<file path="config.mk">
export PLATFORM = sky130hd
export DESIGN_NAME = amicable_pair_check
export DESIGN_NICKNAME = d
export VERILOG_FILES = /design/src/hdl/apc_pkg.sv /design/src/hdl/amicable_pair_check.sv
export SDC_FILE = /design/constraint.sdc
export NUM_CORES = 1
export LEC_CHECK = 0
export ABC_CLOCK_PERIOD_IN_PS = 22300
export BUFFER_PORTS_ARGS = -buffer_cell sky130_fd_sc_hd__buf_2
export CORE_MARGIN = 3
export CORE_UTILIZATION = 60
export DETAILED_ROUTE_END_ITERATION = 8
export GPL_TIMING_DRIVEN = 0
export PLACE_DENSITY = 0.79
export SLEW_MARGIN = 15
export SYNTH_ARGS = -nofsm -noshare
export SYNTH_HDL_FRONTEND = slang
export SYNTH_SLANG_ARGS = --single-unit
</file>
<file path="constraint.sdc">
create_clock -name clk -period 22.3 [get_ports clk]
set_input_delay 4.46 -clock clk [delete_from_list [all_inputs] [get_ports clk]]
set_output_delay 4.46 -clock clk [all_outputs]
set_load 0.01 [all_outputs]
</file>
<file path="src/hdl/apc_pkg.sv">
`default_nettype none

package apc_pkg;

  // fixed field widths of the transactions
  localparam int FIELD_W = 16;
  localparam int RESULT_SUM_W = 18;
  localparam int VALUE_WIDTH_DEFAULT = 16;

  typedef struct packed {
    logic [FIELD_W-1:0] value_a;
    logic [FIELD_W-1:0] value_b;
  } pair_t;

  typedef struct packed {
    logic                    is_amicable;
    logic [RESULT_SUM_W-1:0] divisor_sum_a;
    logic [RESULT_SUM_W-1:0] divisor_sum_b;
  } result_t;

  // microcode fields
  typedef enum logic [3:0] {
    OP_LOAD,
    OP_INIT,
    OP_SET_ONE,
    OP_DIV_START,
    OP_DIV_STEP,
    OP_NOP,
    OP_ADD_D,
    OP_ADD_Q,
    OP_STORE,
    OP_EMIT
  } op_t;

  typedef enum logic [2:0] {
    COND_NEVER,
    COND_ALWAYS,
    COND_NO_INPUT,
    COND_SMALL,
    COND_DIV_BUSY,
    COND_QUO_LT_D,
    COND_SEL_A,
    COND_OUT_BUSY
  } cond_t;

  localparam int STEP_W = 4;
  typedef logic [STEP_W-1:0] step_t;

  typedef struct packed {
    op_t   op;
    cond_t cond;
    step_t target;
  } ctrl_t;

  // program addresses
  localparam step_t STEP_LOAD      = 4'd0;
  localparam step_t STEP_INIT      = 4'd1;
  localparam step_t STEP_SET_ONE   = 4'd2;
  localparam step_t STEP_DIV_START = 4'd3;
  localparam step_t STEP_DIV_STEP  = 4'd4;
  localparam step_t STEP_TEST      = 4'd5;
  localparam step_t STEP_ADD_D     = 4'd6;
  localparam step_t STEP_ADD_Q     = 4'd7;
  localparam step_t STEP_STORE     = 4'd8;
  localparam step_t STEP_EMIT      = 4'd9;
  localparam step_t STEP_RETURN    = 4'd10;

  // control store: a jump is taken when its condition holds, else fall through
  function automatic ctrl_t ucode_rom(input step_t addr);
    ctrl_t w;
    unique case (addr)
      STEP_LOAD:      w = '{op: OP_LOAD,      cond: COND_NO_INPUT, target: STEP_LOAD};
      STEP_INIT:      w = '{op: OP_INIT,      cond: COND_SMALL,    target: STEP_STORE};
      STEP_SET_ONE:   w = '{op: OP_SET_ONE,   cond: COND_NEVER,    target: STEP_LOAD};
      STEP_DIV_START: w = '{op: OP_DIV_START, cond: COND_NEVER,    target: STEP_LOAD};
      STEP_DIV_STEP:  w = '{op: OP_DIV_STEP,  cond: COND_DIV_BUSY, target: STEP_DIV_STEP};
      STEP_TEST:      w = '{op: OP_NOP,       cond: COND_QUO_LT_D, target: STEP_STORE};
      STEP_ADD_D:     w = '{op: OP_ADD_D,     cond: COND_NEVER,    target: STEP_LOAD};
      STEP_ADD_Q:     w = '{op: OP_ADD_Q,     cond: COND_ALWAYS,   target: STEP_DIV_START};
      STEP_STORE:     w = '{op: OP_STORE,     cond: COND_SEL_A,    target: STEP_INIT};
      STEP_EMIT:      w = '{op: OP_EMIT,      cond: COND_OUT_BUSY, target: STEP_EMIT};
      STEP_RETURN:    w = '{op: OP_NOP,       cond: COND_ALWAYS,   target: STEP_LOAD};
      default:        w = '{op: OP_NOP,       cond: COND_ALWAYS,   target: STEP_LOAD};
    endcase
    return w;
  endfunction

endpackage

`default_nettype wire

</file>
<file path="src/hdl/amicable_pair_check.sv">
// amicable pair checker
// pair channel (pair_valid, pair_stall, pair_data) carries value_a and value_b;
// result channel (result_valid, result_stall, result_data) returns one transaction
// per pair: is_amicable and both proper divisor sums (saturated to 18 bits).
// only the low VALUE_WIDTH bits of each input value are used.
// a microcoded sequencer steps a small datapath: trial divisors d = 2, 3, ...
// run while d <= n/d, each through a restoring divider that takes one quotient
// bit per cycle. operands 0 and 1 skip the trial loop. a pair runs both operands
// in turn, and the divider loop sets the time that a pair takes.
// one pair is in work at a time; pair_stall is low only at the load step.
// a finished result waits in the output register while the next pair is
// loaded and worked on; if result_stall stays high the sequencer holds at its
// emit step until the previous result is taken.
// reset (rst, synchronous) returns the sequencer to the load step and drops
// result_valid; no stored data needs clearing.
`default_nettype none

module amicable_pair_check
  import apc_pkg::*;
#(
  parameter int VALUE_WIDTH = VALUE_WIDTH_DEFAULT
) (
  input  wire logic    clk,
  input  wire logic    rst,
  input  wire logic    pair_valid,
  output logic         pair_stall,
  input  wire pair_t   pair_data,
  output logic         result_valid,
  input  wire logic    result_stall,
  output result_t      result_data
);

  localparam int W     = VALUE_WIDTH;
  localparam int SUM_W = VALUE_WIDTH + 3;
  localparam int CNT_W = $clog2(VALUE_WIDTH);
  localparam int EXT_W = (SUM_W > RESULT_SUM_W) ? SUM_W : RESULT_SUM_W + 1;
  localparam logic [CNT_W-1:0] CNT_LAST = CNT_W'(VALUE_WIDTH - 1);

  // sequencer and datapath registers
  step_t            step;
  logic             sel;
  logic [W-1:0]     a;
  logic [W-1:0]     b;
  logic [W-1:0]     n;
  logic [W-1:0]     d;
  logic [W-1:0]     rem;
  logic [W-1:0]     quo;
  logic [CNT_W-1:0] div_cnt;
  logic [SUM_W-1:0] sum;
  logic [SUM_W-1:0] sum_a;
  logic [SUM_W-1:0] sum_b;

  ctrl_t            ctrl;
  logic [W-1:0]     n_pick;
  logic [W:0]       rem_sh;
  logic [W:0]       rem_diff;
  logic             div_ge;
  logic             out_busy;
  logic             jump;
  step_t            step_next;

  // saturate an exact sum to the result field width
  function automatic logic [RESULT_SUM_W-1:0] sat_sum(input logic [SUM_W-1:0] s);
    logic [EXT_W-1:0] ext;
    ext = EXT_W'(s);
    if ((ext >> RESULT_SUM_W) != '0) begin
      return '1;
    end
    return ext[RESULT_SUM_W-1:0];
  endfunction

  assign ctrl       = ucode_rom(step);
  assign pair_stall = (step != STEP_LOAD);
  assign out_busy   = result_valid && result_stall;
  assign n_pick     = sel ? b : a;

  // one restoring divider bit
  assign rem_sh   = {rem, quo[W-1]};
  assign rem_diff = rem_sh - {1'b0, d};
  assign div_ge   = (rem_sh >= {1'b0, d});

  // branch condition select
  always_comb begin
    unique case (ctrl.cond)
      COND_NEVER:    jump = 1'b0;
      COND_ALWAYS:   jump = 1'b1;
      COND_NO_INPUT: jump = !pair_valid;
      COND_SMALL:    jump = (n_pick < W'(2));
      COND_DIV_BUSY: jump = (div_cnt != CNT_LAST);
      COND_QUO_LT_D: jump = (quo < d);
      COND_SEL_A:    jump = !sel;
      COND_OUT_BUSY: jump = out_busy;
      default:       jump = 1'b1;
    endcase
    step_next = jump ? ctrl.target : step_t'(step + 1'b1);
  end

  // step counter, datapath and output register
  always_ff @(posedge clk) begin
    if (rst) begin
      step         <= STEP_LOAD;
      result_valid <= 1'b0;
    end else begin
      step <= step_next;
      if (result_valid && !result_stall && (ctrl.op != OP_EMIT)) begin
        result_valid <= 1'b0;
      end
      unique case (ctrl.op)
        OP_LOAD: begin
          if (pair_valid) begin
            a   <= W'(pair_data.value_a);
            b   <= W'(pair_data.value_b);
            sel <= 1'b0;
          end
        end
        OP_INIT: begin
          n   <= n_pick;
          sum <= '0;
          d   <= W'(2);
        end
        OP_SET_ONE: begin
          sum <= SUM_W'(1);
        end
        OP_DIV_START: begin
          rem     <= '0;
          quo     <= n;
          div_cnt <= '0;
        end
        OP_DIV_STEP: begin
          rem     <= div_ge ? rem_diff[W-1:0] : rem_sh[W-1:0];
          quo     <= {quo[W-2:0], div_ge};
          div_cnt <= div_cnt + 1'b1;
        end
        OP_NOP: begin
        end
        OP_ADD_D: begin
          if (rem == '0) begin
            sum <= sum + SUM_W'(d);
          end
        end
        OP_ADD_Q: begin
          if ((rem == '0) && (quo != d)) begin
            sum <= sum + SUM_W'(quo);
          end
          d <= d + 1'b1;
        end
        OP_STORE: begin
          if (!sel) begin
            sum_a <= sum;
            sel   <= 1'b1;
          end else begin
            sum_b <= sum;
          end
        end
        OP_EMIT: begin
          if (!out_busy) begin
            result_valid              <= 1'b1;
            result_data.is_amicable   <= (SUM_W'(a) == sum_b) && (SUM_W'(b) == sum_a);
            result_data.divisor_sum_a <= sat_sum(sum_a);
            result_data.divisor_sum_b <= sat_sum(sum);
          end
        end
        default: begin
        end
      endcase
    end
  end

`ifndef SYNTH
  // a new result only appears right after the emit step
  a_emit_src: assert property (@(posedge clk) disable iff (rst)
    $rose(result_valid) |-> $past(step) == STEP_EMIT)
    else $error("result raised outside emit step");

  // the remainder is reduced below the divisor when the trial is tested
  a_rem_range: assert property (@(posedge clk) disable iff (rst)
    (step == STEP_TEST) |-> (rem < d))
    else $error("divider remainder not below divisor");

  // a division always starts from a cleared bit counter
  a_div_start: assert property (@(posedge clk) disable iff (rst)
    (step == STEP_DIV_START) |=> (div_cnt == '0) && (step == STEP_DIV_STEP))
    else $error("divider did not start cleanly");

  // both operands are done before the result is formed
  a_emit_sel: assert property (@(posedge clk) disable iff (rst)
    (step == STEP_EMIT) |-> sel)
    else $error("emit reached before second operand");

  // the step counter stays inside the program
  a_step_range: assert property (@(posedge clk) disable iff (rst)
    step <= STEP_RETURN)
    else $error("step counter left the program");
`endif

endmodule

`default_nettype wire
</file>
==> results of run 1 <==
## cells by family after synthesis
kind of cell,synth area share (%)
mux,3.77
fa+ha+maj,6.37
xor+xnor,4.69
flops,57.0
simple gates,15.5
compound gates,10.5
buf+inv,2.23
## how the worst max path moves through the flow
| stage | start | endpoint | slack (ps) | cells past startpoint |
|---|---|---|---|---|
| floorplan | rst | result_data[0]$_SDFFCE_PP1P_ | 11080 | 3 |
| global placement | rst | result_data[21]$_SDFFCE_PP1P_ | 8230 | 4 |
| detailed placement | rst | result_data[21]$_SDFFCE_PP1P_ | 15480 | 8 |
| CTS | rst | result_data[27]$_SDFFCE_PP1P_ | 16010 | 8 |
| global route | rst | result_data[25]$_SDFFCE_PP1P_ | 15830 | 8 |
| finish | rst | result_data[30]$_SDFFCE_PP1P_ | 16010 | 8 |
## worst max-delay path: cells and delay by family
family	cells	cell delay, ps
AO/OA/AOI/OAI	1	520
buffers and inverters	7	1520
## cell usage in the layout (no fill, tap or decap), types with 23 or more instances in the layout
cell and instances:
sky130_fd_sc_hd__a21oi_1 37, sky130_fd_sc_hd__buf_2 83, sky130_fd_sc_hd__clkbuf_1 23, sky130_fd_sc_hd__clkbuf_16 25, sky130_fd_sc_hd__edfxtp_1 195, sky130_fd_sc_hd__ha_1 52
sky130_fd_sc_hd__inv_1 30, sky130_fd_sc_hd__mux2_2 31, sky130_fd_sc_hd__nand2_1 82, sky130_fd_sc_hd__nand4_1 26, sky130_fd_sc_hd__nor2_1 62, sky130_fd_sc_hd__o21ai_0 49
sky130_fd_sc_hd__or2_2 37, sky130_fd_sc_hd__xnor2_1 35, sky130_fd_sc_hd__xor2_1 23
## area by class of cell
cell class,instances,area share [%]
Buffer,27,1.04
Clock buffer,28,5.16
Clock inverter,10,0.749
Inverter,30,0.911
Multi-Input combinational cell,645,36.0
Sequential cell,211,49.9
Tap cell,225,2.28
Timing Repair Buffer,89,3.93
## metal layers
metal,up-vias,track usage (%),wire length (um)
met2,407,43.2,12500
met3,73,4.30,2370
li1,3651,-,-
met5,-,0,0
met1,3809,39.9,11500
met4,0,10.1,1020
## registers in the layout (all words and copies together) (netlist names)
register / flops
b: 16
d: 16
quo: 16
result_valid: 1
n: 16
sel: 1
result_data: 37
a: 16
step: 4
sum: 19
rem: 16
sum_b: 19
ctrl: 11
div_cnt: 4
sum_a: 19
## where the power goes
group	switching, mW	internal, mW
combinational	0.283	0.176
sequential	0.0602	0.527
clock	0.155	0.216
total	0.498	0.918
## synth_stat cells, types with 14 or more instances
cell type	n	area [um2]
sky130_fd_sc_hd__edfxtp_1	195	5860
sky130_fd_sc_hd__nand2_1	82	308
sky130_fd_sc_hd__nor2_1	64	240
sky130_fd_sc_hd__ha_1	52	651
sky130_fd_sc_hd__o21ai_0	49	245
sky130_fd_sc_hd__a21oi_1	37	185
sky130_fd_sc_hd__or2_2	37	231
sky130_fd_sc_hd__xnor2_1	35	307
sky130_fd_sc_hd__mux2_2	31	349
sky130_fd_sc_hd__inv_1	30	113
sky130_fd_sc_hd__nand4_1	26	163
sky130_fd_sc_hd__xor2_1	23	201
sky130_fd_sc_hd__clkbuf_1	21	78.8
sky130_fd_sc_hd__dfxtp_1	16	320
sky130_fd_sc_hd__nand3_1	16	80.1
sky130_fd_sc_hd__nor4_1	16	100
sky130_fd_sc_hd__a21o_1	14	105
sky130_fd_sc_hd__nor3_1	14	70.1
## per-stage QoR
stage / instance area (um2) / hold WS [ps]
after detailed placement: 11600 / 514
after global routing: 12400 / 548
after CTS: 12400 / 531
final: 12400 / 531
after global placement: 11500 / 500
after floorplan: 10800 / 465
==> impl_metrics.toml, run 1 <==
[cts]
cts_resized = 0
cts_htree_levels = 1
ctsRootBufferMaster = "sky130_fd_sc_hd__clkbuf_16"
clockBufferDepth = 3
worst_skew_pair.late_latency_ps = 520
cts.clk_slew.worst_paths_ps = 60
hold_buffers = 0
tritoncts = "yes"
post_cts_buffers = 0
clock-sinks = 211
numCtsBuffers = 23

[die]
num_rows = 48
number_of_top_level_pins = 75
core_area_um2 = 17500
die_height_um = 140
fp.dieW_um = 140
floorplan.die_area_um2 = 19700
start_util_pct = 62.0

[setup_path]
setup.worst_path.end_class = "flop"
critical_path.cell_chain = "buf_2 -> buf_6 -> clkbuf_1 -> a2111oi_2 -> buf_2 -> buf_2 -> buf_2 -> buf_2"
arrival_ps = 6510
slowest_stage = "sky130_fd_sc_hd__a2111oi_2"
number_of_cell_instances_on_the_worst_register_to_register_path = 16
cpPeakStageDelay_ps = 520
critPathMostFrequentCell = "sky130_fd_sc_hd__buf_2"
critical_path_class = "in -> reg"
crit-reg2reg-launch = "ctrl[8]$_SDFF_PP0_"
critical_path_source_type = "input port"
crit_path_max_fanout = 10
worst_r2r_endpoint = "sum[12]$_DFFE_PP_"
worstPathRequired_ps = 22520
worst-r2r-setup-slack_ps = 17540

[detailed_routing]
detail_route.wl_per_cell_um = 21.7
drc = 0
drt-total-wl_mm = 27.4
drt_pre_antenna_iters = 5
route.vias.total = 7940
drtAntennaViolNets = 0
vias_per_cell = 6.28
drt_iter0_markers = 724

[finish]
antenna_cells_inserted = 0
area_delta_synth_final_pct = 14.1
proportion_of_layout_cells_with_a_drive_suffix_above_1_pct = 20.6
num-fill-cells = 1191
multiInputGateArea_um2 = 4450
nNetsFinal = 1117
postLayoutCoreUtil_pct = 70.8
final-seq-area_um2 = 6180
final-instance-count-excl-fill = 1265

[grt]
largest_net_degree_at_the_start_of_global_routing = 33
globalRoute.totalOverflow = 0
antenna_found_initial = 0
first_pass_grt_wire_length_mm = 42.9
groute.usage.overall_pct = 27.7
vias_in_the_first_global_route = 7767

[yosys]
yosysSeqAreaShare_pct = 57.0
postSynth.topFlopCell = "sky130_fd_sc_hd__edfxtp_1"
synth_fp_nets = 1003
netlist-cell-type-count = 73
avgSynthCellArea_um2 = 11.9
postSynthCellCount = 913
ys_warn_count = 0
async_reset_ff_share_pct = 0
synth.ff_latch_count = 211
synth_edf_count = 195
synth_area_um2 = 10800

[placed_design]
placement.setup.worst_slack_ps = 15480
dp_cells = 1227
place_congestion = 0.909
place_hpwl_mm = 20.2
numPortBuffers = 74

[sta]
hold_violations = 0
layout_min_cycle_time_ps = 6290
final_max_slew_violation_count = 0
setup_tns_ps = 0
finalSetupViolations = 0
final_period_util_pct = 28.2
clock_skew_ps = 12.4
measured_slew_at_the_worst_slew_check_pin_ps = 1130
slew-limit-headroom_pct = 24.2
clock.fmax_mhz = 159
setup_repair_after_global_routing_missed_its_margin = "false"
final.setup.worst_slack_ps = 16010

[min_path]
hold-path-endpoint = "quo[12]$_DFFE_PP_"
hold_depth = 2
hold_class = "reg -> reg"
worst_hold_startpoint = "n[12]$_DFFE_PP_"

[power]
leakagePower_nw = 4.61
total_power_mw = 1.42
ir_drop_v = 0.0000787
power.density_nw_per_um2 = 114

[outcome]
result_of_the_run = "finished clean"

[job]
cap_viol_max_count = 0
No activity file was read; power rests on OpenSTA's default activity.
==> inputs of run 2 (changes only) <==
ABC_CLOCK_PERIOD_IN_PS = 5000   (was 22300)
CORE_UTILIZATION = 55   (was 60)
PLACE_DENSITY = 0.77   (was 0.79)
clock period = 5 ns   (was 22.3 ns; I/O delays follow)
==> impl_metrics.toml, run 2 (same netlist as run 1, synthesis figures left out) <==
[outcome]
result_of_the_run = "finished clean"

[die]
floorplan.die_area_um2 = 21400
start_util_pct = 57.0
fp.dieW_um = 146
number_of_top_level_pins = 75
die_height_um = 146
core_area_um2 = 19000
num_rows = 50

[power]
ir_drop_v = 0.000321
power.density_nw_per_um2 = 514
leakagePower_nw = 4.63

[setup_path]
critical_path_class = "reg -> reg"
worstPathRequired_ps = 5370
arrival_ps = 5090
cpPeakStageDelay_ps = 430
slowest_stage = "sky130_fd_sc_hd__a2111o_1"
crit_path_max_fanout = 10
setup.worst_path.end_class = "flop"
cpLargestDelayFamily = "compound AO/OA/AOI/OAI gates"
critical_path.cell_chain = "clkbuf_1 -> and3b_1 -> clkbuf_1 -> nand2_1 -> clkbuf_1 -> o21ai_0 -> ha_1 -> inv_1 -> fa_1 -> nor2b_1 -> o31a_1 -> o31ai_1 -> a21oi_1 -> o21ai_0 -> a2111o_1 -> o21ai_0"
path_buf_inv = 4
critical_path_source_type = "flop"

[sta]
final_period_util_pct = 94.3
finalSetupViolations = 0
layout_min_cycle_time_ps = 4720
whs_ps = 513
hold_violations = 0
final.setup.worst_slack_ps = 284
measured_slew_at_the_worst_slew_check_pin_ps = 1250
setup_repair_after_global_routing_missed_its_margin = "false"
slew-limit-headroom_pct = 16.5
clock_skew_ps = 36.1
final_max_slew_violation_count = 0
clock.fmax_mhz = 212

[grt]
first_pass_grt_wire_length_mm = 41.4
vias_in_the_first_global_route = 7468
groute.usage.overall_pct = 24.6
antenna_found_initial = 0
largest_net_degree_at_the_start_of_global_routing = 33
globalRoute.totalOverflow = 0

[detailed_routing]
top_layer_used = "met4"
drt_iter0_markers = 850
detail_route.wl_per_cell_um = 20.6
met2WireLength_mm = 12.1
met1Wirelength_mm = 11.1
drc = 0
drt_pre_antenna_iters = 5
vias_per_cell = 6.10
dr_wl_met3_mm = 2.54
drt-total-wl_mm = 26.8
route.vias.total = 7941
drtAntennaViolNets = 0

[finish]
multiInputGateArea_um2 = 4460
proportion_of_layout_cells_with_a_drive_suffix_above_1_pct = 20.9
final_cell_mix = "sky130_fd_sc_hd__edfxtp_1, sky130_fd_sc_hd__nand2_1, sky130_fd_sc_hd__buf_2"
antenna_cells_inserted = 0
num-fill-cells = 1431
mostFrequentLayoutCell = "sky130_fd_sc_hd__edfxtp_1"
area_delta_synth_final_pct = 15.3
nNetsFinal = 1116
register_containing_the_most_flip_flops_in_the_final_layout = "result_data"
largest_reg_flops = 37
final-seq-area_um2 = 6180

[cts]
worst_skew_pair.late_latency_ps = 540
hold_buffers = 0
post_cts_buffers = 0
ctsRootBufferMaster = "sky130_fd_sc_hd__clkbuf_16"
clockBufferDepth = 3
tritoncts = "yes"
cts.clk_slew.worst_paths_ps = 60
numCtsBuffers = 24
cts_htree_levels = 1
clock-sinks = 211
cts_resized = 0

[placed_design]
numPortBuffers = 74
placement.setup.worst_slack_ps = 340
place_congestion = 0.934
place_hpwl_mm = 19.4

[job]
cap_viol_max_count = 0

[min_path]
hold_class = "reg -> reg"
## run 2: changes by cell type in the layout (fill, tap and decap cells not counted), moves of 2 or more
cell / before / now
sky130_fd_sc_hd__clkinv_2: 2 / 5
sky130_fd_sc_hd__bufinv_16: 1 / 3
sky130_fd_sc_hd__buf_4: 3 / 7
sky130_fd_sc_hd__buf_2: 83 / 77
sky130_fd_sc_hd__inv_6: 0 / 3
## run 2: report_power, final
| group | switching, mW | internal, mW | leakage, nW |
|---|---|---|---|
| clock | 0.730 | 1.04 | 0.387 |
| sequential | 0.265 | 2.35 | 1.91 |
| combinational | 1.24 | 0.785 | 2.33 |
| total | 2.24 | 4.18 | 4.63 |
## run 2: final cells by class
| cell class | count | share of cell area, % |
|---|---|---|
| buffer | 27 | 1.03 |
| clock buffer | 25 | 4.84 |
| clock inverter | 17 | 1.59 |
| inverter | 30 | 0.901 |
| multi-input combinational | 645 | 35.7 |
| sequential | 211 | 49.4 |
| tap | 260 | 2.60 |
| timing repair buffer | 87 | 3.89 |
## run 2: worst paths after layout
kind	cells past startpoint	slack, ps	start	endpoint
setup / recovery	16	280	ctrl[8]$_SDFF_PP0_	sum[12]$_DFFE_PP_
hold / removal	0	510	sum[18]$_DFFE_PP_	sum_b[18]$_DFFE_PP_
setup reg to reg	16	280	ctrl[8]$_SDFF_PP0_	sum[12]$_DFFE_PP_
hold reg to reg	0	510	sum[18]$_DFFE_PP_	sum_b[18]$_DFFE_PP_
## run 2: worst reg2reg max path: cells and delay by family, from the launching register on
kind            cells  cell delay [ps]
flops               1              300
simple gates        3              770
fa+ha+maj           2              610
buf+inv             4             1140
compound gates      7             1740
## run 2: routing by layer
metal,track usage (%),vias up
li1,-,3642
met5,0,-
met1,35.3,3826
met4,9.50,0
met2,38.0,403
met3,4.13,70
## run 2: stage by stage
stage | cells | power [mW] | utilization, % | area [um2] | TNS (ps)
2_1_floorplan | 913 | 4.00 | - | 10800 | 0
3_3_place_gp | 1247 | 4.52 | 60.7 | 11500 | -41460
3_5_place_dp | 1260 | 4.61 | 61.5 | 11700 | 0
4_1_cts | 1302 | 6.40 | 65.7 | 12500 | 0
5_1_grt | 1302 | 6.75 | 65.7 | 12500 | 0
6_report | 1302 | 6.42 | 65.7 | 12500 | 0
